**src/rtl/pcx_rle_plane_decoder_unit_assert.svh**
```systemverilog
// Assertion macros for the PCX run-length plane decoder.
// Depends on nothing; included by the top level of the decoder.
`ifndef PCX_RLE_PLANE_DECODER_UNIT_ASSERT_SVH
`define PCX_RLE_PLANE_DECODER_UNIT_ASSERT_SVH

// Same-cycle implication, disabled while reset is high.
`define PCX_RLE_ASSERT_IMPLY(lbl, clk, rst, ante, cons) \
   lbl: assert property (@(posedge clk) disable iff (rst) (ante) |-> (cons)) \
      else $error("pcx_rle: same-cycle property failed");

// Next-cycle implication, disabled while reset is high.
`define PCX_RLE_ASSERT_NEXT(lbl, clk, rst, ante, cons) \
   lbl: assert property (@(posedge clk) disable iff (rst) (ante) |=> (cons)) \
      else $error("pcx_rle: next-cycle property failed");

`endif

```
**src/rtl/pcx_rle_pkg.sv**
```systemverilog
// Shared constants, types and helper functions of the PCX run-length plane decoder.
// Depends on nothing; used by every other file of the decoder but the assertion header.
`default_nettype none
package pcx_rle_pkg;

   localparam int MaxWidth   = 4096;
   localparam int StoreDepth = MaxWidth + 7;
   localparam int Lanes      = 8;
   localparam int LaneW      = 8;
   localparam int GroupW     = Lanes * LaneW;
   localparam int RamWords   = (StoreDepth + Lanes - 1) / Lanes;
   localparam int RamAddrW   = $clog2(RamWords);
   localparam int ColW       = $clog2(StoreDepth);
   localparam int CsrIndexW  = 3;
   localparam int CsrDataW   = 17;

   localparam logic [1:0] RunMarkerHi = 2'b11;
   localparam logic [3:0] PadLimit    = 4'd7;

   typedef enum logic [CsrIndexW-1:0] {
      CSR_BITS_PER_PIXEL = 3'd0,
      CSR_PLANE_COUNT    = 3'd1,
      CSR_BYTES_PER_LINE = 3'd2,
      CSR_IMAGE_WIDTH    = 3'd3,
      CSR_IMAGE_HEIGHT   = 3'd4
   } csr_index_type;

   typedef enum logic [1:0] {
      ST_IDLE,
      ST_FETCH,
      ST_APPLY,
      ST_ERROR
   } decode_state_type;

   typedef struct packed {
      logic [1:0]      log_depth;
      logic [2:0]      last_plane;
      logic [15:0]     bytes_per_line;
      logic [ColW-1:0] image_width;
      logic [16:0]     image_height;
      logic            setting_bad;
      logic            restart;
   } cfg_type;

   typedef struct packed {
      logic                rd_en;
      logic [RamAddrW-1:0] rd_addr;
      logic                wr_en;
      logic [Lanes-1:0]    wr_lanes;
      logic [RamAddrW-1:0] wr_addr;
      logic [GroupW-1:0]   wr_data;
   } ram_req_type;

   typedef struct packed {
      logic active;
      logic finished;
   } status_type;

   typedef struct packed {
      logic [GroupW-1:0] pixel_group;
      logic [3:0]        pixel_count;
      logic [15:0]       row_index;
      logic [11:0]       first_column;
      logic              row_last;
      logic              image_last;
      logic              setting_bad;
   } rsp_type;

   // Splits a coded byte into its pixel fields, most significant field first,
   // one field per byte lane starting at lane 0.
   function automatic logic [GroupW-1:0] pixel_fields(input logic [7:0] code,
                                                      input logic [1:0] log_depth);
      logic [GroupW-1:0] fields;
      logic [3:0]        depth;
      logic [3:0]        ppb;
      logic [7:0]        fmask;
      logic [7:0]        shifted;
      int                k;
      fields = '0;
      depth  = 4'd1 << log_depth;
      ppb    = 4'd8 >> log_depth;
      fmask  = 8'((9'd1 << depth) - 9'd1);
      for (k = 0; k < Lanes; k++) begin
         if (4'(k) < ppb) begin
            shifted = code >> (4'd8 - 4'(depth * (4'(k) + 4'd1)));
            fields[k*LaneW +: LaneW] = shifted & fmask;
         end
      end
      return fields;
   endfunction

endpackage
`default_nettype wire

```
**src/rtl/pcx_rle_ifs.sv**
```systemverilog
// Channel interfaces of the PCX run-length plane decoder: coded bytes in,
// pixel groups out, and register writes. Depends on pcx_rle_pkg.
`default_nettype none


interface pcx_rle_csr_if;
   logic                                valid;
   logic                                ready;
   logic [pcx_rle_pkg::CsrIndexW-1:0]   index;
   logic [pcx_rle_pkg::CsrDataW-1:0]    data;
   modport source (output valid, output index, output data, input ready);
   modport sink (input valid, input index, input data, output ready);
endinterface
`default_nettype wire

```
**src/rtl/pcx_rle_csr.sv**
```systemverilog
// Configuration registers of the PCX run-length plane decoder, with the
// derived depth, plane, height and setting check. Depends on pcx_rle_pkg.
`default_nettype none
module pcx_rle_csr (
   input  logic                 clock,
   input  logic                 reset,
   pcx_rle_csr_if.sink          csr_if,
   output pcx_rle_pkg::cfg_type cfg
);

   logic [3:0]                   bpp_ff, bpp_in;
   logic [3:0]                   planes_ff, planes_in;
   logic [15:0]                  bpl_ff, bpl_in;
   logic [pcx_rle_pkg::ColW-1:0] width_ff, width_in;
   logic [16:0]                  height_ff, height_in;
   logic                         write;
   logic                         known;
   logic [1:0]                   log_depth;
   logic [1:0]                   log_ppb;
   logic [18:0]                  span;
   logic [18:0]                  width_ext;

   assign csr_if.ready = 1'b1;
   assign write = csr_if.valid && csr_if.ready;

   always_comb begin
      bpp_in    = bpp_ff;
      planes_in = planes_ff;
      bpl_in    = bpl_ff;
      width_in  = width_ff;
      height_in = height_ff;
      known     = 1'b1;
      unique case (csr_if.index)
         pcx_rle_pkg::CSR_BITS_PER_PIXEL: bpp_in    = csr_if.data[3:0];
         pcx_rle_pkg::CSR_PLANE_COUNT:    planes_in = csr_if.data[3:0];
         pcx_rle_pkg::CSR_BYTES_PER_LINE: bpl_in    = csr_if.data[15:0];
         pcx_rle_pkg::CSR_IMAGE_WIDTH:    width_in  = csr_if.data[pcx_rle_pkg::ColW-1:0];
         pcx_rle_pkg::CSR_IMAGE_HEIGHT:   height_in = csr_if.data[16:0];
         default:                         known     = 1'b0;
      endcase
   end

   always_ff @(posedge clock) begin
      if (reset) begin
         bpp_ff    <= 4'd8;
         planes_ff <= 4'd1;
         bpl_ff    <= 16'd1;
         width_ff  <= pcx_rle_pkg::ColW'(1);
         height_ff <= 17'd1;
      end else if (write) begin
         bpp_ff    <= bpp_in;
         planes_ff <= planes_in;
         bpl_ff    <= bpl_in;
         width_ff  <= width_in;
         height_ff <= height_in;
      end
   end

   always_comb begin
      unique case (bpp_ff)
         4'd1:    log_depth = 2'd0;
         4'd2:    log_depth = 2'd1;
         4'd4:    log_depth = 2'd2;
         default: log_depth = 2'd3;
      endcase
   end

   assign log_ppb   = 2'd3 - log_depth;
   assign span      = {3'b000, bpl_ff} << log_ppb;
   assign width_ext = 19'(width_ff);

   always_comb begin
      cfg.log_depth      = log_depth;
      cfg.bytes_per_line = bpl_ff;
      cfg.image_width    = width_ff;
      cfg.restart        = write && known;
      priority if (planes_ff == 4'd0) begin
         cfg.last_plane = 3'd0;
      end else if (planes_ff > 4'd8) begin
         cfg.last_plane = 3'd7;
      end else begin
         cfg.last_plane = 3'(planes_ff - 4'd1);
      end
      priority if (height_ff == 17'd0) begin
         cfg.image_height = 17'd1;
      end else if (height_ff > 17'd65536) begin
         cfg.image_height = 17'd65536;
      end else begin
         cfg.image_height = height_ff;
      end
      cfg.setting_bad = (width_ff == '0)
                     || (width_ff > pcx_rle_pkg::ColW'(pcx_rle_pkg::MaxWidth))
                     || (span < width_ext)
                     || ((span - width_ext) > 19'(pcx_rle_pkg::PadLimit));
   end

endmodule
`default_nettype wire

```
**src/flat_wrapper.sv**
```systemverilog
// flat-port wrapper written by rule: the top's interface ports become plain ports
module pcx_rle_csr_flat 
  (clock, reset, cfg, csr_if_valid, csr_if_index, csr_if_data, csr_if_ready);
  pcx_rle_csr_if csr_if_i ();
  input  logic clock;
  input  logic reset;
  output pcx_rle_pkg::cfg_type cfg;
  input wire logic [$bits(csr_if_i.valid)-1:0] csr_if_valid;
  input wire logic [$bits(csr_if_i.index)-1:0] csr_if_index;
  input wire logic [$bits(csr_if_i.data)-1:0] csr_if_data;
  output wire logic [$bits(csr_if_i.ready)-1:0] csr_if_ready;
  assign csr_if_i.valid = csr_if_valid;
  assign csr_if_i.index = csr_if_index;
  assign csr_if_i.data = csr_if_data;
  assign csr_if_ready = csr_if_i.ready;
  pcx_rle_csr u_core (.clock(clock), .reset(reset), .csr_if(csr_if_i), .cfg(cfg));
endmodule
```
**config.mk**
```make
export PLATFORM = sky130hd
export DESIGN_NAME = pcx_rle_csr_flat
export DESIGN_NICKNAME = d
export VERILOG_FILES = /design/src/rtl/pcx_rle_plane_decoder_unit_assert.svh /design/src/rtl/pcx_rle_pkg.sv /design/src/rtl/pcx_rle_ifs.sv /design/src/rtl/pcx_rle_csr.sv /design/src/flat_wrapper.sv
export SDC_FILE = /design/constraint.sdc
export NUM_CORES = 1
export LEC_CHECK = 0
export ABC_CLOCK_PERIOD_IN_PS = 5600
export BUFFER_PORTS_ARGS = -buffer_cell sky130_fd_sc_hd__buf_4
export CORE_MARGIN = 5
export CORE_UTILIZATION = 30
export CTS_CLUSTER_DIAMETER = 100
export DETAILED_ROUTE_END_ITERATION = 16
export PLACE_DENSITY_LB_ADDON = 0.2
export SETUP_SLACK_MARGIN = 0.02
export SLEW_MARGIN = 10
export SYNTH_ARGS = -nofsm -noshare
export SYNTH_HDL_FRONTEND = slang
export SYNTH_SLANG_ARGS = --single-unit
```
**constraint.sdc**
```tcl
create_clock -name clock -period 5.6 [get_ports clock]
set_input_delay 0.56 -clock clock [delete_from_list [all_inputs] [get_ports clock]]
set_output_delay 0.56 -clock clock [all_outputs]
set_load 0.03 [all_outputs]
```
==> impl_metrics.toml <==
[run_status]
outcome = "completed"

[synthesis]
synth_fa_ha_area_share_pct = 6.86
async_reset_ff_share_pct = 0
synth_simple_gate_area_share_pct = 26.1
syn-num-nets = 479
yosysTopAreaCell = "dfxtp_1"
synth_area_leaders = "dfxtp_1, nand2_1, mux2i_1"
yosysSeqAreaShare_pct = 32.7
synth-xor-area-share_pct = 1.86
synth-seq-cells = 54
synth.area.mux_share_pct = 10.0
synth_edf_count = 0
synth_compound_area_share_pct = 16.6
mappedNetlistArea_um2 = 3300
yosysUniqueCellTypes = 52
yosysWarningCount = 0
synth_ff_type = "dfxtp_1"
syn_avg_cell_area_um2 = 7.49
syn-instance-count = 441
synth_top_cell_area_share_pct = 32.7
synth_top_family_by_area = "simple AND/OR/NAND/NOR gates"

[power_and_ir_drop]
power_density_nw_per_um2 = 196
seq_power_share_pct = 50.4
irDropWorstVdd_mv = 0.123
switchingPower_uw = 232
p_clk_share_pct = 29.9
p_leak_nw = 1.79
p_int_uw = 569
swShare_pct = 28.9
p_comb_share_pct = 19.7

[worst_setup_path]
worst-path-buf-inv = 3
cpMaxStageDelayCell = "dfxtp_1"
crit_type = "reg2out"
critPathCaptureType = "output pin"
r2r-end = "u_core.height_ff[0]"
cp.arrival_ps = 4330
reg2reg_depth = 3
slowest_delay_ps = 480
start_kind = "register"
path_cells = "xor2_1 > and2_2 > inv_1 > buf_4 > mux2i_1 > nor2_1 > fa_1 > a21o_1 > a31o_2 > a21oi_1 > o211ai_1 > a211oi_1 > nor2_1 > nor3_1 > o2111ai_1 > a211o_1 > buf_4"
rrSetupSlack_ps = 4780
rr_startpoint = "u_core.height_ff[0]"
crit_family = "compound AO/OA/AOI/OAI gates"
required_ps = 5040
cp_max_fo = 20

[place]
post-place-ws_ps = 1070
hpwl_mm = 7.68
placed_area_um2 = 3970
globalplace.congestion = 0.839
io_buffers = 75

[clock_network]
cts_hold_buf = 0
numCtsBuffers = 5
path_clk_slew_ps = 100
cts-htree-levels = 2
cts_root_buf = "clkbuf_8"
cts.repair.resized = 0
clk_path_buf_depth = 2
cts_tree = "yes"
clock_sinks = 54
cts_setup_buffers = 0
insertion_delay_ps = 300

[sta]
skew_ps = 0
hold_viol = 0
setup_violations = 0
fin_ws_ps = 714
finalCriticalPeriod_ps = 4890
slew_violations = 0
fin_tns_setup_ps = 0
slew_headroom_pct = 29.1
fmax_mhz = 205
rsz0062_at_grt = "no"
period_share_pct = 87.2
worstMarginPinSlew_ps = 1060

[global_route]
grt_pass1_vias = 3022
grt_pass1_wl_mm = 15.9
grt_max_degree = 52
grt.total_usage_pct = 14.9
antenna_found_initial = 0
grt_overflow = 0

[hold_path]
holdPathStages = 2
worstHoldStart = "u_core.height_ff[10]"
hold_path_end = "u_core.height_ff[10]"
hold_path.class = "reg2reg"

[cells_and_area]
register_area_um2 = 1080
stdcell_area_um2 = 4080
area_growth_pct = 23.5
mostFrequentLayoutCells = "nand2_1, buf_4, a21oi_1"
nets = 543
drive_gt1_share_pct = 18.4
n_fill_cell = 1133
n_antenna_cell = 0
layout_commonest_cell = "nand2_1"
multi_input_area_um2 = 2040

[drt]
wirelength_mm = 10.0
drc_errors = 0
wl_per_cell_um = 15.5
drt-initial-drc-count = 207
vias = 3183
drt_pass1_iterations = 4
vias_per_cell = 4.93
final_antenna_net_count = 0

[floorplanning]
die_w_um = 115
coreArea_um2 = 10800
rows = 38
ios = 77
die_y_um = 115
initial_core_util_pct = 30.6
dieArea_um2 = 13200

[job]
drv_cap = 0
==> cell families (layout without fill, tap and decap cells) <==
logic type                 count (synthesis)  count (layout)
xor gates and xnor gates                   7               7
DFF                                       54              54
other                                      1               1
muxes                                     33              33
buffers and inverters                     47             112
adders and majority gates                 18              18
and+or+nand+nor                          187             187
AOI/OAI and AO/OA                         94              94
==> through the flow <==
stage | util [%] | cells | power [mW] | hold slack [ps]
3_5_place_dp | 36.8 | 638 | 0.570 | 467
2_1_floorplan | - | 441 | 0.513 | 444
4_1_cts | 37.8 | 646 | 0.809 | 482
5_1_grt | 37.8 | 646 | 0.843 | 503
3_3_place_gp | 36.8 | 638 | 0.568 | 464
6_report | 37.8 | 646 | 0.801 | 481
==> cell usage after synthesis, types with 2 or more instances <==
cell and instances:
nand2_1 100, a21oi_1 58, dfxtp_1 54, mux2i_1 33
inv_1 26, nor2_1 25, nor2b_1 18, clkbuf_1 16
ha_1 14, o21ai_0 9, nand3_1 8, nor4_1 8
nand2b_1 7, nor3_1 7, a21o_1 6, xnor2_1 5
nand4_1 4, o211ai_1 3, a211o_1 2, and2_1 2
maj3_1 2, o31ai_1 2, or3_1 2, xor2_1 2
==> final cells by class <==
type                            count  area share (%)
Multi-Input combinational cell    340            49.9
Clock buffer                        7            2.36
Timing Repair Buffer               77            14.2
Clock inverter                      1           0.215
Inverter                           27            2.55
Tap cell                          140            4.29
Sequential cell                    54            26.5
==> how the worst max path moves through the flow <==
stage / from / endpoint / slack (ps) / cells after the start
finish: u_core.bpp_ff[2] / cfg[1] / 710 / 17
global route: u_core.bpp_ff[2] / cfg[1] / 240 / 17
CTS: u_core.bpp_ff[1] / cfg[1] / 690 / 17
detailed placement: u_core.bpp_ff[1] / cfg[1] / 1070 / 17
global placement: u_core.bpp_ff[2] / cfg[1] / 1160 / 17
floorplan: u_core.bpp_ff[2] / cfg[1] / 890 / 18
==> tightest hold or removal path, cell delays in order, from the launching register on <==
cell     delay (ps)
dfxtp_1         330
nand2_1          60
a21oi_1          50
==> sequential cells by signal (all words and copies together) (netlist names) <==
register and cells:
u_core.height_ff 17, u_core.bpp_ff 4, u_core.planes_ff 4, u_core.bpl_ff 16, u_core.width_ff 13
==> power groups by stage <==
stage               sequential (mW)  clock [mW]  combinational, mW
CTS                           0.404       0.247              0.159
global placement              0.412           0              0.156
finish                        0.404       0.240              0.158
floorplan                     0.417           0             0.0963
global route                  0.405       0.263              0.175
detailed placement            0.412           0              0.158
==> layer usage <==
metal	global-route usage (%)	wire, um	vias up
met5	0	0	-
met4	3.05	94	0
met3	2.26	375	7
met2	24.0	4560	68
met1	21.1	4980	1478
li1	-	-	1630
(Power assumes the default switching activity.)
