**src/rtl/pcx_rle_plane_decoder_unit_assert.svh**
```systemverilog
// Assertion macros for the PCX run-length plane decoder.
// Depends on nothing; included by the top level of the decoder.
`ifndef PCX_RLE_PLANE_DECODER_UNIT_ASSERT_SVH
`define PCX_RLE_PLANE_DECODER_UNIT_ASSERT_SVH

// Same-cycle implication, disabled while reset is high.
`define PCX_RLE_ASSERT_IMPLY(lbl, clk, rst, ante, cons) \
   lbl: assert property (@(posedge clk) disable iff (rst) (ante) |-> (cons)) \
      else $error("pcx_rle: same-cycle property failed");

// Next-cycle implication, disabled while reset is high.
`define PCX_RLE_ASSERT_NEXT(lbl, clk, rst, ante, cons) \
   lbl: assert property (@(posedge clk) disable iff (rst) (ante) |=> (cons)) \
      else $error("pcx_rle: next-cycle property failed");

`endif

```
**src/rtl/pcx_rle_pkg.sv**
```systemverilog
// Shared constants, types and helper functions of the PCX run-length plane decoder.
// Depends on nothing; used by every other file of the decoder but the assertion header.
`default_nettype none
package pcx_rle_pkg;

   localparam int MaxWidth   = 4096;
   localparam int StoreDepth = MaxWidth + 7;
   localparam int Lanes      = 8;
   localparam int LaneW      = 8;
   localparam int GroupW     = Lanes * LaneW;
   localparam int RamWords   = (StoreDepth + Lanes - 1) / Lanes;
   localparam int RamAddrW   = $clog2(RamWords);
   localparam int ColW       = $clog2(StoreDepth);
   localparam int CsrIndexW  = 3;
   localparam int CsrDataW   = 17;

   localparam logic [1:0] RunMarkerHi = 2'b11;
   localparam logic [3:0] PadLimit    = 4'd7;

   typedef enum logic [CsrIndexW-1:0] {
      CSR_BITS_PER_PIXEL = 3'd0,
      CSR_PLANE_COUNT    = 3'd1,
      CSR_BYTES_PER_LINE = 3'd2,
      CSR_IMAGE_WIDTH    = 3'd3,
      CSR_IMAGE_HEIGHT   = 3'd4
   } csr_index_type;

   typedef enum logic [1:0] {
      ST_IDLE,
      ST_FETCH,
      ST_APPLY,
      ST_ERROR
   } decode_state_type;

   typedef struct packed {
      logic [1:0]      log_depth;
      logic [2:0]      last_plane;
      logic [15:0]     bytes_per_line;
      logic [ColW-1:0] image_width;
      logic [16:0]     image_height;
      logic            setting_bad;
      logic            restart;
   } cfg_type;

   typedef struct packed {
      logic                rd_en;
      logic [RamAddrW-1:0] rd_addr;
      logic                wr_en;
      logic [Lanes-1:0]    wr_lanes;
      logic [RamAddrW-1:0] wr_addr;
      logic [GroupW-1:0]   wr_data;
   } ram_req_type;

   typedef struct packed {
      logic active;
      logic finished;
   } status_type;

   typedef struct packed {
      logic [GroupW-1:0] pixel_group;
      logic [3:0]        pixel_count;
      logic [15:0]       row_index;
      logic [11:0]       first_column;
      logic              row_last;
      logic              image_last;
      logic              setting_bad;
   } rsp_type;

   // Splits a coded byte into its pixel fields, most significant field first,
   // one field per byte lane starting at lane 0.
   function automatic logic [GroupW-1:0] pixel_fields(input logic [7:0] code,
                                                      input logic [1:0] log_depth);
      logic [GroupW-1:0] fields;
      logic [3:0]        depth;
      logic [3:0]        ppb;
      logic [7:0]        fmask;
      logic [7:0]        shifted;
      int                k;
      fields = '0;
      depth  = 4'd1 << log_depth;
      ppb    = 4'd8 >> log_depth;
      fmask  = 8'((9'd1 << depth) - 9'd1);
      for (k = 0; k < Lanes; k++) begin
         if (4'(k) < ppb) begin
            shifted = code >> (4'd8 - 4'(depth * (4'(k) + 4'd1)));
            fields[k*LaneW +: LaneW] = shifted & fmask;
         end
      end
      return fields;
   endfunction

endpackage
`default_nettype wire

```
**src/rtl/pcx_rle_ifs.sv**
```systemverilog
// Channel interfaces of the PCX run-length plane decoder: coded bytes in,
// pixel groups out, and register writes. Depends on pcx_rle_pkg.
`default_nettype none
interface pcx_rle_req_if;
   logic       valid;
   logic       ready;
   logic [7:0] code_byte;
   modport source (output valid, output code_byte, input ready);
   modport sink (input valid, input code_byte, output ready);
endinterface

interface pcx_rle_rsp_if;
   logic                           valid;
   logic                           ready;
   logic [pcx_rle_pkg::GroupW-1:0] pixel_group;
   logic [3:0]                     pixel_count;
   logic [15:0]                    row_index;
   logic [11:0]                    first_column;
   logic                           row_last;
   logic                           image_last;
   logic                           setting_bad;
   modport source (output valid, output pixel_group, output pixel_count,
                   output row_index, output first_column, output row_last,
                   output image_last, output setting_bad, input ready);
   modport sink (input valid, input pixel_group, input pixel_count,
                 input row_index, input first_column, input row_last,
                 input image_last, input setting_bad, output ready);
endinterface

`default_nettype wire

```
**src/rtl/pcx_rle_core.sv**
```systemverilog
// Decode sequencer of the PCX run-length plane decoder: run handling, line
// position counters, read-modify-write of the line store and the result register.
// Depends on pcx_rle_pkg and pcx_rle_ifs.
`default_nettype none
module pcx_rle_core (
   input  logic                                clock,
   input  logic                                reset,
   input  pcx_rle_pkg::cfg_type                cfg,
   pcx_rle_req_if.sink                         req_if,
   pcx_rle_rsp_if.source                       rsp_if,
   output pcx_rle_pkg::ram_req_type            ram_req,
   input  logic [pcx_rle_pkg::GroupW-1:0]      ram_rdata,
   output pcx_rle_pkg::status_type             status
);

   localparam int Lanes = pcx_rle_pkg::Lanes;
   localparam int LaneW = pcx_rle_pkg::LaneW;
   localparam int ColW  = pcx_rle_pkg::ColW;

   pcx_rle_pkg::decode_state_type state_ff, state_in;
   logic [7:0]  byte_ff, byte_in;
   logic [5:0]  reps_ff, reps_in;
   logic [15:0] bil_ff, bil_in;
   logic [2:0]  plane_ff, plane_in;
   logic [16:0] row_ff, row_in;
   logic        run_pending_ff, run_pending_in;
   logic [5:0]  run_length_ff, run_length_in;
   logic        finished_ff, finished_in;
   logic        out_valid_ff, out_valid_in;
   pcx_rle_pkg::rsp_type out_ff, out_in;

   logic [1:0]                       log_ppb;
   logic [3:0]                       ppb;
   logic [18:0]                      col_wide;
   logic [ColW-1:0]                  col;
   logic [2:0]                       lane0;
   logic [pcx_rle_pkg::RamAddrW-1:0] word_addr;
   logic [5:0]                       shift;
   logic                             last_plane;
   logic [pcx_rle_pkg::GroupW-1:0]   fields;
   logic [7:0]                       merged [Lanes];
   logic [Lanes-1:0]                 active;
   logic [pcx_rle_pkg::GroupW-1:0]   merged_word;
   logic [pcx_rle_pkg::GroupW-1:0]   group;
   logic [3:0]                       count;
   logic                             row_last;
   logic                             image_last;
   logic                             emit;
   logic                             slot_free;
   logic                             apply_go;
   logic                             error_go;
   logic [5:0]                       reps_dec;
   logic [15:0]                      bil_inc;
   logic [16:0]                      row_inc;
   logic                             continue_run;
   logic                             req_ready;
   logic                             accept;
   logic                             start_run;
   logic                             start_literal;
   logic                             start_decode;
   logic                             start_error;

   // Position of the current byte within the line store.
   assign log_ppb   = 2'd3 - cfg.log_depth;
   assign ppb       = 4'd8 >> cfg.log_depth;
   assign col_wide  = {3'b000, bil_ff} << log_ppb;
   assign col       = col_wide[ColW-1:0];
   assign lane0     = col[2:0];
   assign word_addr = pcx_rle_pkg::RamAddrW'(col >> 3);
   assign shift     = 6'({3'b000, plane_ff} << cfg.log_depth);
   assign last_plane = (plane_ff == cfg.last_plane);
   assign fields    = pcx_rle_pkg::pixel_fields(byte_ff, cfg.log_depth);

   // Plane 0 overwrites its lanes, so a row never sees what an earlier row left.
   always_comb begin
      logic [2:0] kk;
      logic [7:0] fld;
      logic [7:0] fld_shifted;
      logic [7:0] old;
      for (int j = 0; j < Lanes; j++) begin
         kk          = 3'(j) - lane0;
         active[j]   = (3'(j) >= lane0) && ({1'b0, kk} < ppb);
         fld         = fields[kk*LaneW +: LaneW];
         fld_shifted = fld << shift[2:0];
         old         = (plane_ff == 3'd0) ? 8'd0 : ram_rdata[j*LaneW +: LaneW];
         merged[j]   = old | ((active[j] && shift < 6'd8) ? fld_shifted : 8'd0);
         merged_word[j*LaneW +: LaneW] = merged[j];
      end
   end

   always_comb begin
      logic in_row;
      group = '0;
      count = 4'd0;
      for (int k = 0; k < Lanes; k++) begin
         in_row = (4'(k) < ppb)
               && (({1'b0, col} + 14'(k)) < {1'b0, cfg.image_width});
         if (in_row) begin
            group[k*LaneW +: LaneW] = merged[3'(lane0 + 3'(k))];
            count = count + 4'd1;
         end
      end
   end

   assign row_last   = ({1'b0, col} + 14'(count)) == {1'b0, cfg.image_width};
   assign image_last = row_last && (({1'b0, row_ff} + 18'd1) == {1'b0, cfg.image_height});
   assign emit       = last_plane && (count != 4'd0);
   assign slot_free  = !out_valid_ff || rsp_if.ready;
   assign apply_go   = (state_ff == pcx_rle_pkg::ST_APPLY) && (!emit || slot_free);
   assign error_go   = (state_ff == pcx_rle_pkg::ST_ERROR) && slot_free;
   assign reps_dec   = reps_ff - 6'd1;
   assign bil_inc    = bil_ff + 16'd1;
   assign row_inc    = row_ff + 17'd1;

   // Line, plane and row position after a repetition retires.
   always_comb begin
      bil_in      = bil_ff;
      plane_in    = plane_ff;
      row_in      = row_ff;
      finished_in = finished_ff;
      if (apply_go) begin
         if (bil_inc == cfg.bytes_per_line) begin
            bil_in = 16'd0;
            if (last_plane) begin
               plane_in    = 3'd0;
               row_in      = row_inc;
               finished_in = (row_inc >= cfg.image_height);
            end else begin
               plane_in = plane_ff + 3'd1;
            end
         end else begin
            bil_in = bil_inc;
         end
      end
      if (error_go) begin
         finished_in = 1'b1;
      end
   end

   assign continue_run  = apply_go && (reps_dec != 6'd0) && !finished_in;
   assign req_ready     = (state_ff == pcx_rle_pkg::ST_IDLE) || (apply_go && !continue_run);
   assign accept        = req_if.valid && req_ready;
   assign start_error   = accept && !finished_in && cfg.setting_bad;
   assign start_run     = accept && !finished_in && !cfg.setting_bad && run_pending_ff
                          && (run_length_ff != 6'd0);
   assign start_literal = accept && !finished_in && !cfg.setting_bad && !run_pending_ff
                          && (req_if.code_byte[7:6] != pcx_rle_pkg::RunMarkerHi);
   assign start_decode  = start_run || start_literal;

   // Byte, repeat count and run marker loading.
   always_comb begin
      byte_in        = byte_ff;
      reps_in        = apply_go ? reps_dec : reps_ff;
      run_pending_in = run_pending_ff;
      run_length_in  = run_length_ff;
      if (accept && !finished_in && !cfg.setting_bad) begin
         if (run_pending_ff) begin
            run_pending_in = 1'b0;
            byte_in        = req_if.code_byte;
            reps_in        = run_length_ff;
         end else if (req_if.code_byte[7:6] == pcx_rle_pkg::RunMarkerHi) begin
            run_pending_in = 1'b1;
            run_length_in  = req_if.code_byte[5:0];
         end else begin
            byte_in = req_if.code_byte;
            reps_in = 6'd1;
         end
      end
   end

   // Next state.
   always_comb begin
      state_in = state_ff;
      unique case (state_ff)
         pcx_rle_pkg::ST_IDLE:  state_in = pcx_rle_pkg::ST_IDLE;
         pcx_rle_pkg::ST_FETCH: state_in = pcx_rle_pkg::ST_APPLY;
         pcx_rle_pkg::ST_APPLY: begin
            if (continue_run) begin
               state_in = (plane_in == 3'd0) ? pcx_rle_pkg::ST_APPLY : pcx_rle_pkg::ST_FETCH;
            end else if (apply_go) begin
               state_in = pcx_rle_pkg::ST_IDLE;
            end
         end
         pcx_rle_pkg::ST_ERROR: begin
            if (error_go) begin
               state_in = pcx_rle_pkg::ST_IDLE;
            end
         end
      endcase
      if (start_error) begin
         state_in = pcx_rle_pkg::ST_ERROR;
      end else if (start_decode) begin
         state_in = (plane_in == 3'd0) ? pcx_rle_pkg::ST_APPLY : pcx_rle_pkg::ST_FETCH;
      end
   end

   // Result register.
   always_comb begin
      out_valid_in = out_valid_ff && !rsp_if.ready;
      out_in       = out_ff;
      if (apply_go && emit) begin
         out_valid_in        = 1'b1;
         out_in.pixel_group  = group;
         out_in.pixel_count  = count;
         out_in.row_index    = row_ff[15:0];
         out_in.first_column = col[11:0];
         out_in.row_last     = row_last;
         out_in.image_last   = image_last;
         out_in.setting_bad  = 1'b0;
      end else if (error_go) begin
         out_valid_in       = 1'b1;
         out_in             = '0;
         out_in.setting_bad = 1'b1;
      end
   end

   // Outputs.
   always_comb begin
      ram_req.rd_en    = (state_ff == pcx_rle_pkg::ST_FETCH);
      ram_req.rd_addr  = word_addr;
      ram_req.wr_en    = apply_go && !last_plane;
      ram_req.wr_lanes = active;
      ram_req.wr_addr  = word_addr;
      ram_req.wr_data  = merged_word;
      req_if.ready     = req_ready;
      status.active    = (state_ff != pcx_rle_pkg::ST_IDLE);
      status.finished  = finished_ff;
   end

   assign rsp_if.valid        = out_valid_ff;
   assign rsp_if.pixel_group  = out_ff.pixel_group;
   assign rsp_if.pixel_count  = out_ff.pixel_count;
   assign rsp_if.row_index    = out_ff.row_index;
   assign rsp_if.first_column = out_ff.first_column;
   assign rsp_if.row_last     = out_ff.row_last;
   assign rsp_if.image_last   = out_ff.image_last;
   assign rsp_if.setting_bad  = out_ff.setting_bad;

   always_ff @(posedge clock) begin
      if (reset || cfg.restart) begin
         state_ff       <= pcx_rle_pkg::ST_IDLE;
         bil_ff         <= 16'd0;
         plane_ff       <= 3'd0;
         row_ff         <= 17'd0;
         reps_ff        <= 6'd0;
         run_pending_ff <= 1'b0;
         run_length_ff  <= 6'd0;
         finished_ff    <= 1'b0;
      end else begin
         state_ff       <= state_in;
         bil_ff         <= bil_in;
         plane_ff       <= plane_in;
         row_ff         <= row_in;
         reps_ff        <= reps_in;
         run_pending_ff <= run_pending_in;
         run_length_ff  <= run_length_in;
         finished_ff    <= finished_in;
      end
   end

   always_ff @(posedge clock) begin
      if (reset) begin
         out_valid_ff <= 1'b0;
      end else begin
         out_valid_ff <= out_valid_in;
      end
   end

   always_ff @(posedge clock) begin
      byte_ff <= byte_in;
      out_ff  <= out_in;
   end

endmodule
`default_nettype wire
```
**src/flat_wrapper.sv**
```systemverilog
// flat-port wrapper written by rule: the top's interface ports become plain ports
module pcx_rle_core_flat 
  (clock, reset, cfg, ram_req, ram_rdata, status, req_if_valid, req_if_code_byte, req_if_ready, rsp_if_valid, rsp_if_pixel_group, rsp_if_pixel_count, rsp_if_row_index, rsp_if_first_column, rsp_if_row_last, rsp_if_image_last, rsp_if_setting_bad, rsp_if_ready);
  pcx_rle_req_if req_if_i ();
  pcx_rle_rsp_if rsp_if_i ();
  input  logic clock;
  input  logic reset;
  input  pcx_rle_pkg::cfg_type cfg;
  output pcx_rle_pkg::ram_req_type ram_req;
  input  logic [pcx_rle_pkg::GroupW-1:0] ram_rdata;
  output pcx_rle_pkg::status_type status;
  input wire logic [$bits(req_if_i.valid)-1:0] req_if_valid;
  input wire logic [$bits(req_if_i.code_byte)-1:0] req_if_code_byte;
  output wire logic [$bits(req_if_i.ready)-1:0] req_if_ready;
  output wire logic [$bits(rsp_if_i.valid)-1:0] rsp_if_valid;
  output wire logic [$bits(rsp_if_i.pixel_group)-1:0] rsp_if_pixel_group;
  output wire logic [$bits(rsp_if_i.pixel_count)-1:0] rsp_if_pixel_count;
  output wire logic [$bits(rsp_if_i.row_index)-1:0] rsp_if_row_index;
  output wire logic [$bits(rsp_if_i.first_column)-1:0] rsp_if_first_column;
  output wire logic [$bits(rsp_if_i.row_last)-1:0] rsp_if_row_last;
  output wire logic [$bits(rsp_if_i.image_last)-1:0] rsp_if_image_last;
  output wire logic [$bits(rsp_if_i.setting_bad)-1:0] rsp_if_setting_bad;
  input wire logic [$bits(rsp_if_i.ready)-1:0] rsp_if_ready;
  assign req_if_i.valid = req_if_valid;
  assign req_if_i.code_byte = req_if_code_byte;
  assign req_if_ready = req_if_i.ready;
  assign rsp_if_valid = rsp_if_i.valid;
  assign rsp_if_pixel_group = rsp_if_i.pixel_group;
  assign rsp_if_pixel_count = rsp_if_i.pixel_count;
  assign rsp_if_row_index = rsp_if_i.row_index;
  assign rsp_if_first_column = rsp_if_i.first_column;
  assign rsp_if_row_last = rsp_if_i.row_last;
  assign rsp_if_image_last = rsp_if_i.image_last;
  assign rsp_if_setting_bad = rsp_if_i.setting_bad;
  assign rsp_if_i.ready = rsp_if_ready;
  pcx_rle_core u_core (.clock(clock), .reset(reset), .cfg(cfg), .req_if(req_if_i), .rsp_if(rsp_if_i), .ram_req(ram_req), .ram_rdata(ram_rdata), .status(status));
endmodule
```
**config.mk**
```make
export PLATFORM = sky130hd
export DESIGN_NAME = pcx_rle_core_flat
export DESIGN_NICKNAME = d
export VERILOG_FILES = /design/src/rtl/pcx_rle_plane_decoder_unit_assert.svh /design/src/rtl/pcx_rle_pkg.sv /design/src/rtl/pcx_rle_ifs.sv /design/src/rtl/pcx_rle_core.sv /design/src/flat_wrapper.sv
export SDC_FILE = /design/constraint.sdc
export NUM_CORES = 1
export LEC_CHECK = 0
export BUFFER_PORTS_ARGS = -buffer_cell sky130_fd_sc_hd__buf_2
export CAP_MARGIN = 20
export CORE_UTILIZATION = 40
export CTS_CLUSTER_SIZE = 24
export DETAILED_ROUTE_END_ITERATION = 16
export HOLD_SLACK_MARGIN = 0.02
export SKIP_LAST_GASP = 1
export SLEW_MARGIN = 15
export SYNTH_ARGS = -nofsm -noshare
export SYNTH_HDL_FRONTEND = slang
export SYNTH_SLANG_ARGS = --single-unit
```
**constraint.sdc**
```tcl
create_clock -name clock -period 18.4 [get_ports clock]
set_input_delay 0.92 -clock clock [delete_from_list [all_inputs] [get_ports clock]]
set_output_delay 0.92 -clock clock [all_outputs]
set_load 0.01 [all_outputs]
```
==> flow_metrics.tcl, run 1 <==
set metrics [dict create \
    grt_pass1_wl_mm 129 \
    synth.top_cells.by_area "edfxtp_1, ha_1, mux2i_1" \
    num_io_pins 326 \
    synth_compound_area_frac 0.199 \
    crit_top_cell "ha_1" \
    hold_class "flip-flop to flip-flop" \
    crit-reg2reg-launch "u_core.bil_ff[0]$_SDFFE_PP0N_" \
    p_per_area_mw_per_mm2 45.5 \
    clkPwrFrac 0.355 \
    finalCoreUtilization 0.462 \
    synth_top_family_by_area "simple AND/OR/NAND/NOR gates" \
    route.detailed.drc 0 \
    die_w_um 229 \
    die_area_mm2 0.0526 \
    status "completed" \
    worstMarginPinSlew_ns 1.20 \
    antenna_found_initial 1 \
    place_ws_ns 5.66 \
    vias 21700 \
    max_cap_violations 0 \
    initial_core_util 0.408 \
    cts_setup_buffers 0 \
    path_max_fanout 49 \
    yosys-mux-area-fraction 0.130 \
    grt_use_total 0.324 \
    cts_root_buffer "clkbuf_16" \
    row_count 82 \
    switchingPower_w 0.000377 \
    worstReg2RegEnd "u_core.byte_ff[6]$_DFFE_PP_" \
    yosysTopAreaCellShare 0.154 \
    final_common_cell "nor2_1" \
    syn-cell-area_mm2 0.0207 \
    skew_ns 0.0137 \
    internal_power_w 0.000687 \
    cts_hold_buf 0 \
    grt_pass1_vias 20200 \
    fp.dieH_um 229 \
    tns_ns 0 \
    p_leak_nw 9.89 \
    rsz0062_at_grt "no" \
    crit_type "input pin to output pin" \
    gp_congestion 1.01 \
    rrSetupSlack_ns 6.43 \
    pwr-share-seq 0.364 \
    ir_worst_vdd_v 0.0000723 \
    synthSimpleGateAreaFrac 0.234 \
    synth_top_area_cell "edfxtp_1" \
    crit_end "req_if_ready" \
    synth-main-ff-cell "edfxtp_1" \
    slew_viol_final 0 \
    rr_worst_depth 47 \
    ys_warn_count 0 \
    start_kind "input pin" \
    cts_buffer_depth 2 \
    dp_cells 3501 \
    numPortBuffers 325 \
    hold_viol_final 0 \
    drt_wl_total_mm 87.2 \
    drive_gt1_frac 0.190 \
    ys_ff_latch 160 \
    worstSetupPathDepth 48 \
    syn_avg_cell_area_um2 7.79 \
    grt-ovfl-total 0 \
    critPathBufInv 9 \
    detail-route-antenna-nets 0 \
    cp_top_family "compound AO/OA/AOI/OAI gates" \
    p_comb_frac 0.281 \
    post_drt_wl_per_cell_um 24.7 \
    synth_xor_area_frac 0.0735 \
    area_growth_pct 13.1 \
    setup_viol 0 \
    relSlewSlack 0.188 \
    synth_cells 2652 \
    grt_max_degree 78 \
    fin_cells 3534 \
    drt-initial-drc-count 2346 \
    fin_nets 3137 \
    cts_sinks 160 \
    htree_levels 4 \
    cts_tree "built" \
    insertion_delay_ns 0.50 \
    switching_share 0.354 \
    end_kind "output pin" \
    timing.final.crit_share 0.703 \
    final_cell_mix "nor2_1, buf_2, nand2_1" \
    synth.distinct_cells 109 \
    max_freq_mhz 77.3 \
    synthAdderAreaFrac 0.0973 \
    finalWorstSetupSlack_ns 5.46 \
    cts_resized 0 \
    crit_start "cfg[52]" \
    synth_seq_area_share 0.206 \
    synth-edff-count 106 \
    worstPathArrival_ns 12.02 \
    synth_nets 2941 \
    path_clk_slew_ns 0.07 \
    cts_made_buffers 17 \
    crit_required_ns 17.48 \
    cpMaxStageDelayCell "buf_2" \
    coreArea_mm2 0.0506 \
    cpPeakStageDelay_ns 0.69 \
    finalCriticalPeriod_ns 12.94 \
    p_total_w 0.00106 \
    firstDrtPassIters 6 \
    postSynth.asyncResetShare 0 \
    dp.final_hpwl_mm 67.2 \
    avgViaCountPerCell 6.15 \
]
==> power groups by stage <==
stage | Sequential [W] | Combinational (W) | Clock, W
floorplan | 0.000395 | 0.000192 | 0
CTS | 0.000387 | 0.000292 | 0.000383
detailed placement | 0.000395 | 0.000291 | 0
finish | 0.000387 | 0.000299 | 0.000378
global placement | 0.000395 | 0.000288 | 0
global route | 0.000388 | 0.000323 | 0.000398
==> layout make-up <==
type	count	area, um^2
fill	5100	27200
clock buffer	17	425
antenna	1	2.50
timing repair buffer	371	1970
sequential	160	4260
clock inverter	15	186
tap	672	841
multi-input combinational	2190	15300
inverter	108	418
==> sequential cells by signal, indices dropped and copies added (netlist names) <==
name	count
u_core.row_ff	17
u_core.rsp_if.image_last	1
u_core.byte_ff	8
u_core.rsp_if.pixel_group	64
u_core.reps_ff	6
u_core.bil_ff	16
u_core.run_pending_ff	1
u_core.plane_ff	3
u_core.run_length_ff	6
u_core.rsp_if.row_last	1
u_core.finished_ff	1
u_core.rsp_if.setting_bad	1
u_core.state_ff	2
u_core.rsp_if.first_column	12
u_core.rsp_if.row_index	16
u_core.rsp_if.valid	1
u_core.rsp_if.pixel_count	4
==> synthesized netlist by cell type (24+ instances only) <==
| cell | instances |
|---|---|
| or3_1 | 24 |
| nor2_1 | 361 |
| xnor2_1 | 100 |
| dfxtp_1 | 54 |
| mux4_2 | 40 |
| clkbuf_1 | 144 |
| edfxtp_1 | 106 |
| nand2_1 | 263 |
| o211ai_1 | 29 |
| nand4_1 | 33 |
| nor2b_1 | 26 |
| o21ai_0 | 153 |
| ha_1 | 159 |
| mux2_2 | 24 |
| and2_1 | 45 |
| xor2_1 | 60 |
| buf_1 | 25 |
| a21oi_1 | 151 |
| nand3_1 | 74 |
| a31oi_1 | 30 |
| a211oi_1 | 68 |
| a21o_1 | 26 |
| nor3_1 | 69 |
| mux2i_1 | 145 |
| inv_1 | 93 |
==> metal layers <==
metal	wire length [um]	up-vias	track usage	part of all wire
met1	38400	10600	0.443	0.44
met3	6380	156	0.0523	0.073
met2	39500	988	0.511	0.45
met5	0	-	0	0
met4	2940	0	0.120	0.034
li1	-	10000	-	-
==> worst register-to-register path: cells and delay by family, from the launching register on <==
kind                     cells  cell delay (ns)
adder cells (fa/ha/maj)      8             2.43
AO/OA/AOI/OAI               14             2.74
flip-flops                   1             0.74
AND/OR/NAND/NOR             16             3.49
multiplexers                 2             0.52
buffers and inverters        7             1.74
==> worst min path at each step <==
stage | start | endpoint | slack [ns] | depth (start not counted)
global route | u_core.run_length_ff[0]$_SDFFE_PP0P_ | u_core.reps_ff[0]$_SDFF_PP0_ | 0.54 | 2
detailed placement | u_core.rsp_if.setting_bad$_SDFFE_PP0P_ | u_core.rsp_if.setting_bad$_SDFFE_PP0P_ | 0.46 | 2
floorplan | u_core.run_length_ff[0]$_SDFFE_PP0P_ | u_core.reps_ff[0]$_SDFF_PP0_ | 0.46 | 2
finish | u_core.rsp_if.setting_bad$_SDFFE_PP0P_ | u_core.rsp_if.setting_bad$_SDFFE_PP0P_ | 0.49 | 2
global placement | u_core.rsp_if.setting_bad$_SDFFE_PP0P_ | u_core.rsp_if.setting_bad$_SDFFE_PP0P_ | 0.47 | 2
CTS | u_core.run_length_ff[0]$_SDFFE_PP0P_ | u_core.reps_ff[0]$_SDFF_PP0_ | 0.49 | 2
==> stage by stage <==
stage	hold slack (ns)	cell area [um^2]
5_1_grt	0.536	23400
6_report	0.485	23400
4_1_cts	0.491	23400
3_3_place_gp	0.468	22700
2_1_floorplan	0.456	20700
3_5_place_dp	0.465	22700
==> cells by family after synthesis <==
family,Yosys count
xor gates and xnor gates,166
adders and majority gates,160
DFF,160
AOI/OAI and AO/OA,628
and+or+nand+nor,1023
muxes,213
buffers and inverters,302
Note: power is estimated with default switching activity, not from simulation.
==> inputs of run 2 (changes only) <==
--- a/config.mk
+++ b/config.mk
@@ -5,6 +5,7 @@
 export SDC_FILE = /design/constraint.sdc
 export NUM_CORES = 1
 export LEC_CHECK = 0
+export ABC_AREA = 1
 export BUFFER_PORTS_ARGS = -buffer_cell sky130_fd_sc_hd__buf_2
 export CAP_MARGIN = 20
 export CORE_UTILIZATION = 40
==> constraint.sdc (replaced) <==
create_clock -name clock -period 13.4 [get_ports clock]
set_input_delay 0.67 -clock clock [delete_from_list [all_inputs] [get_ports clock]]
set_output_delay 0.67 -clock clock [all_outputs]
set_load 0.01 [all_outputs]
==> run 2 against run 1 <==
Net effect: cell count grew 16%; via count increased by 1.0%; register-to-register slack worse by 3.4 ns; synthesized cell count is 20% higher; flip-flop and latch count unchanged; largest cell class unchanged; largest power group is now combinational cells; total power rose by 59%; setup slack worse by 2.8 ns; highest routed layer unchanged; clock skew decreased by 0.00096 ns.
==> flow_metrics.tcl, run 2 <==
set metrics [dict create \
    status "completed" \
    synthAdderAreaFrac 0.101 \
    slew_viol_final 0 \
    synth_cells 3191 \
    synth.top_cells.by_area "edfxtp_1, nand2_1, o21ai_0" \
    postSynth.asyncResetShare 0 \
    grt_pass1_vias 19600 \
    num_io_pins 326 \
    insertion_delay_ns 0.49 \
    skew_ns 0.0127 \
    cts_setup_buffers 0 \
    crit_top_cell "nand2_1" \
    route.detailed.drc 0 \
    rsz0062_at_grt "no" \
    syn_avg_cell_area_um2 6.26 \
    synth_most_common_cell "nand2_1" \
    antenna_found_initial 2 \
    path_clk_slew_ns 0.07 \
    hold_class "input pin to flip-flop" \
    synth_nets 3480 \
    cts_root_buffer "clkbuf_16" \
    crit_required_ns 13.57 \
    ys_top_cells_by_count "nand2_1, o21ai_0, inv_1, nor2_1, ha_1" \
    final_common_cell "nand2_1" \
    setup_viol 0 \
    cpPeakStageDelay_ns 0.96 \
    crit_type "input pin to flip-flop" \
    relSlewSlack 0.212 \
    yosysTopAreaCellShare 0.159 \
    holdPathStages 2 \
    fin_cells 4085 \
    cp_top_family "simple AND/OR/NAND/NOR gates" \
    ir_worst_vdd_v 0.000117 \
    detail-route-antenna-nets 0 \
    worstMarginPinSlew_ns 1.17 \
    ys_ff_latch 160 \
    fin_nets 3695 \
    critPathBufInv 9 \
    cts_tree "built" \
    synth-main-ff-cell "edfxtp_1" \
    synth_compound_area_frac 0.205 \
    synthSimpleGateAreaFrac 0.310 \
    grt-ovfl-total 0 \
    vias 22000 \
    synth_xor_area_frac 0.0499 \
    tns_ns 0 \
    gp_congestion 1.03 \
    rr_worst_depth 49 \
    coreArea_mm2 0.0491 \
    cts_resized 0 \
    post_drt_wl_per_cell_um 19.0 \
    end_kind "flip-flop" \
    die_area_mm2 0.0508 \
    synth_top_area_cell "edfxtp_1" \
    cts_hold_buf 0 \
    firstDrtPassIters 6 \
    worstSetupPathDepth 48 \
    htree_levels 4 \
    largest_reg_flops 64 \
    cts_made_buffers 17 \
    synth_seq_area_share 0.214 \
    timing.final.crit_share 0.801 \
    place_ws_ns 2.21 \
    drive_gt1_frac 0.143 \
    worstPathArrival_ns 10.90 \
    drt-initial-drc-count 2427 \
    cts_buffer_depth 2 \
    drt_wl_total_mm 77.5 \
    p_leak_nw 10.7 \
    row_count 81 \
    path_max_fanout 58 \
    max_cap_violations 0 \
    ys_warn_count 0 \
    finalWorstSetupSlack_ns 2.67 \
    die_w_um 225 \
    p_per_area_mw_per_mm2 75.0 \
    avgViaCountPerCell 5.37 \
    dp.final_hpwl_mm 62.2 \
    synth-edff-count 106 \
    initial_core_util 0.407 \
    syn-cell-area_mm2 0.0200 \
    grt_max_degree 121 \
    cpMaxStageDelayCell "a2111oi_0" \
    start_kind "input pin" \
    finalCriticalPeriod_ns 10.73 \
    fp.dieH_um 225 \
    dp_cells 4051 \
    area_growth_pct 13.1 \
    max_freq_mhz 93.2 \
    hold_viol_final 0 \
    synth.distinct_cells 67 \
    grt_use_total 0.299 \
    synth_top_family_by_area "simple AND/OR/NAND/NOR gates" \
    yosys-mux-area-fraction 0.0135 \
    final_cell_mix "nand2_1, o21ai_0, inv_1" \
    numPortBuffers 325 \
    cts_sinks 160 \
    grt_pass1_wl_mm 115 \
]
[run 2: cell count changes in the layout (fill, tap and decap cells not counted), moves of 24 or more]
cell,before,now
nand2_1,263,790
o21ai_0,153,449
inv_1,93,368
mux2i_1,145,27
xnor2_1,100,17
nand3_1,73,123
and2_1,45,5
mux4_2,40,0
xor2_1,60,95
a21oi_1,148,120
nand2_2,1,27
nor2b_1,26,0
mux2_2,24,0
or3_1,24,0
[run 2: cells by family (layout without fill, tap and decap cells)]
group / count (synthesis) / after routing
compound gates: 730 / 730
xor+xnor: 113 / 113
fa+ha+maj: 160 / 160
buf+inv: 545 / 773
flops: 160 / 160
mux: 27 / 27
other cells: 0 / 2
simple gates: 1456 / 1456
[run 2: worst paths after layout]
kind / from / end / slack [ns]
setup reg to reg: u_core.bil_ff[1]$_SDFFE_PP0N_ / u_core.rsp_if.pixel_group[41]$_DFFE_PP_ / 2.99
hold / removal: reset / u_core.rsp_if.valid$_SDFF_PP0_ / 0.36
hold reg to reg: u_core.run_length_ff[4]$_SDFFE_PP0P_ / u_core.run_length_ff[4]$_SDFFE_PP0P_ / 0.49
setup / recovery: cfg[52] / u_core.rsp_if.pixel_group[41]$_DFFE_PP_ / 2.67
[run 2: stage by stage]
stage,utilization,hold WS (ns),instance area [um^2],power (W)
floorplan,-,0.445,20000,0.000983
global placement,0.448,0.473,22000,0.00120
detailed placement,0.448,0.472,22000,0.00120
CTS,0.460,0.331,22600,0.00169
global route,0.460,0.347,22600,0.00179
finish,0.460,0.364,22600,0.00169
[run 2: power breakdown]
part | switching [W] | internal, W
logic | 0.000467 | 0.000206
registers | 0.00000413 | 0.000528
clock network | 0.000240 | 0.000248
[run 2: area by class of cell]
type	instances	area [um^2]
repair buffers	352	1840
inverters	389	1470
diodes	2	5.00
clock inverters	15	166
fillers	5357	26500
flip-flops and latches	160	4260
clock buffers	17	425
multi-input cells	2486	13600
well taps	664	831
[run 2: routing by layer]
metal  GRT usage  vias up  routed length (um)
li1            -    11000                   -
met1       0.401     9855               34400
met2       0.468      947               34200
met3      0.0544      144                5960
met4       0.125        0                2940
met5           0        -                   0
==> inputs of run 3 (changes only) <==
==> constraint.sdc (replaced) <==
create_clock -name clock -period 11 [get_ports clock]
set_input_delay 0.55 -clock clock [delete_from_list [all_inputs] [get_ports clock]]
set_output_delay 0.55 -clock clock [all_outputs]
set_load 0.01 [all_outputs]
==> run 3 against run 2 <==
Net effect: cell count about the same; critical path depth decreased by 4; die area did not move; register-to-register slack got worse by 1.8 ns; clock skew is 0.013 ns higher; sequential power rose by 22%.
==> flow_metrics.tcl, run 3 (synthesis results as in run 2) <==
set metrics [dict create \
    status "completed" \
    internal_power_w 0.00120 \
    start_kind "input pin" \
    gp_congestion 1.06 \
    timing.final.crit_share 0.905 \
    finalCriticalPeriod_ns 9.95 \
    htree_levels 4 \
    cts_tree "built" \
    multi_input_area_mm2 0.0136 \
    hold_class "input pin to flip-flop" \
    detail-route-antenna-nets 0 \
    final_common_cell "nand2_1" \
    p_comb_frac 0.399 \
    area_growth_pct 13.3 \
    switching_share 0.423 \
    dp.final_hpwl_mm 62.7 \
    slew_viol_final 0 \
    worstPathArrival_ns 10.11 \
    finalCoreUtilization 0.461 \
    grt_pass1_wl_mm 116 \
    die_w_um 225 \
    coreArea_mm2 0.0491 \
    critPathBufInv 10 \
    avgViaCountPerCell 5.43 \
    cts_setup_buffers 0 \
    cpMaxStageDelayCell "nand2_4" \
    fin_nets 3698 \
    end_kind "flip-flop" \
    pwr-share-seq 0.312 \
    cts_sinks 160 \
    cts_buffer_depth 2 \
    firstDrtPassIters 8 \
    post_drt_wl_per_cell_um 19.1 \
    final_cell_mix "nand2_1, o21ai_0, inv_1" \
    cts_root_buffer "clkbuf_16" \
    rsz0062_at_grt "no" \
    p_per_area_mw_per_mm2 91.8 \
    cpPeakStageDelay_ns 0.70 \
    worstMarginPinSlew_ns 1.18 \
    row_count 81 \
    grt_use_total 0.302 \
    clkPwrFrac 0.290 \
    cp_top_family "simple AND/OR/NAND/NOR gates" \
    hold_viol_final 0 \
    regArea_mm2 0.00426 \
    setup_viol 0 \
    wl_met1_mm 34.2 \
    route.detailed.drc 0 \
    dr_wl_met2_mm 34.9 \
    cts_made_buffers 17 \
    grt_max_degree 132 \
    fillerInstances 5276 \
    drt-initial-drc-count 2256 \
    grt_pass1_vias 19900 \
    skew_ns 0.0255 \
    numPortBuffers 325 \
    max_cap_violations 0 \
    cts_resized 0 \
    insertion_delay_ns 0.50 \
    drive_gt1_frac 0.143 \
    die_area_mm2 0.0508 \
    cts_hold_buf 0 \
    fp.dieH_um 225 \
    largest_reg_flops 64 \
    antenna_found_initial 2 \
    ir_worst_vdd_v 0.000116 \
    path_max_fanout 64 \
    max_freq_mhz 100 \
    relSlewSlack 0.205 \
    drt_wl_total_mm 78.1 \
    vias 22200 \
    switchingPower_w 0.000878 \
    initial_core_util 0.407 \
    grt-ovfl-total 0 \
    crit_type "input pin to flip-flop" \
    tns_ns 0 \
    crit_required_ns 11.15 \
    routed-wl-met3_mm 6.12 \
    path_clk_slew_ns 0.07 \
    p_leak_nw 10.8 \
    num_io_pins 326 \
    topRoutingLayerUsed "met4" \
]
-- run 3: final cells by class --
cell class / count / share of cell area
antenna: 2 / 0.000221
clock buffer: 17 / 0.0188
clock inverter: 15 / 0.00725
inverter: 389 / 0.0648
multi-input combinational: 2486 / 0.600
sequential: 160 / 0.188
tap: 664 / 0.0367
timing repair buffer: 355 / 0.0832
-- run 3: path summary, 6_finish.rpt --
kind	start	to	slack (ns)	cells after the start
min reg2reg	u_core.run_length_ff[0]$_SDFFE_PP0P_	u_core.run_length_ff[0]$_SDFFE_PP0P_	0.47	2
max	cfg[52]	u_core.rsp_if.pixel_group[61]$_DFFE_PP_	1.05	44
min	reset	u_core.rsp_if.valid$_SDFF_PP0_	0.25	2
max reg2reg	u_core.bil_ff[0]$_SDFFE_PP0N_	u_core.rsp_if.pixel_group[61]$_DFFE_PP_	1.21	46
-- run 3: layer usage --
layer	vias to the layer above	global-route usage
met5	-	0
met3	141	0.0574
li1	11000	-
met4	0	0.122
met1	10200	0.403
met2	913	0.477
-- run 3: power by group through the flow --
stage	Combinational, W	Clock (W)	Sequential, W
6_report	0.000828	0.000602	0.000647
5_1_grt	0.000912	0.000636	0.000648
4_1_cts	0.000809	0.000615	0.000647
3_5_place_dp	0.000806	0	0.000661
3_3_place_gp	0.000810	0	0.000661
2_1_floorplan	0.000534	0	0.000663
-- run 3: per-stage QoR --
stage / power, W / hold slack (ns) / setup WS [ns] / cells / cell area, um^2
finish: 0.00208 / 0.255 / 1.05 / 4088 / 22600
global route: 0.00220 / 0.234 / 0.345 / 4086 / 22600
CTS: 0.00207 / 0.224 / 0.755 / 4084 / 22600
detailed placement: 0.00147 / 0.460 / 0.247 / 4052 / 22000
global placement: 0.00147 / 0.466 / 0.362 / 4052 / 22000
floorplan: 0.00120 / 0.445 / 0.318 / 3191 / 20000
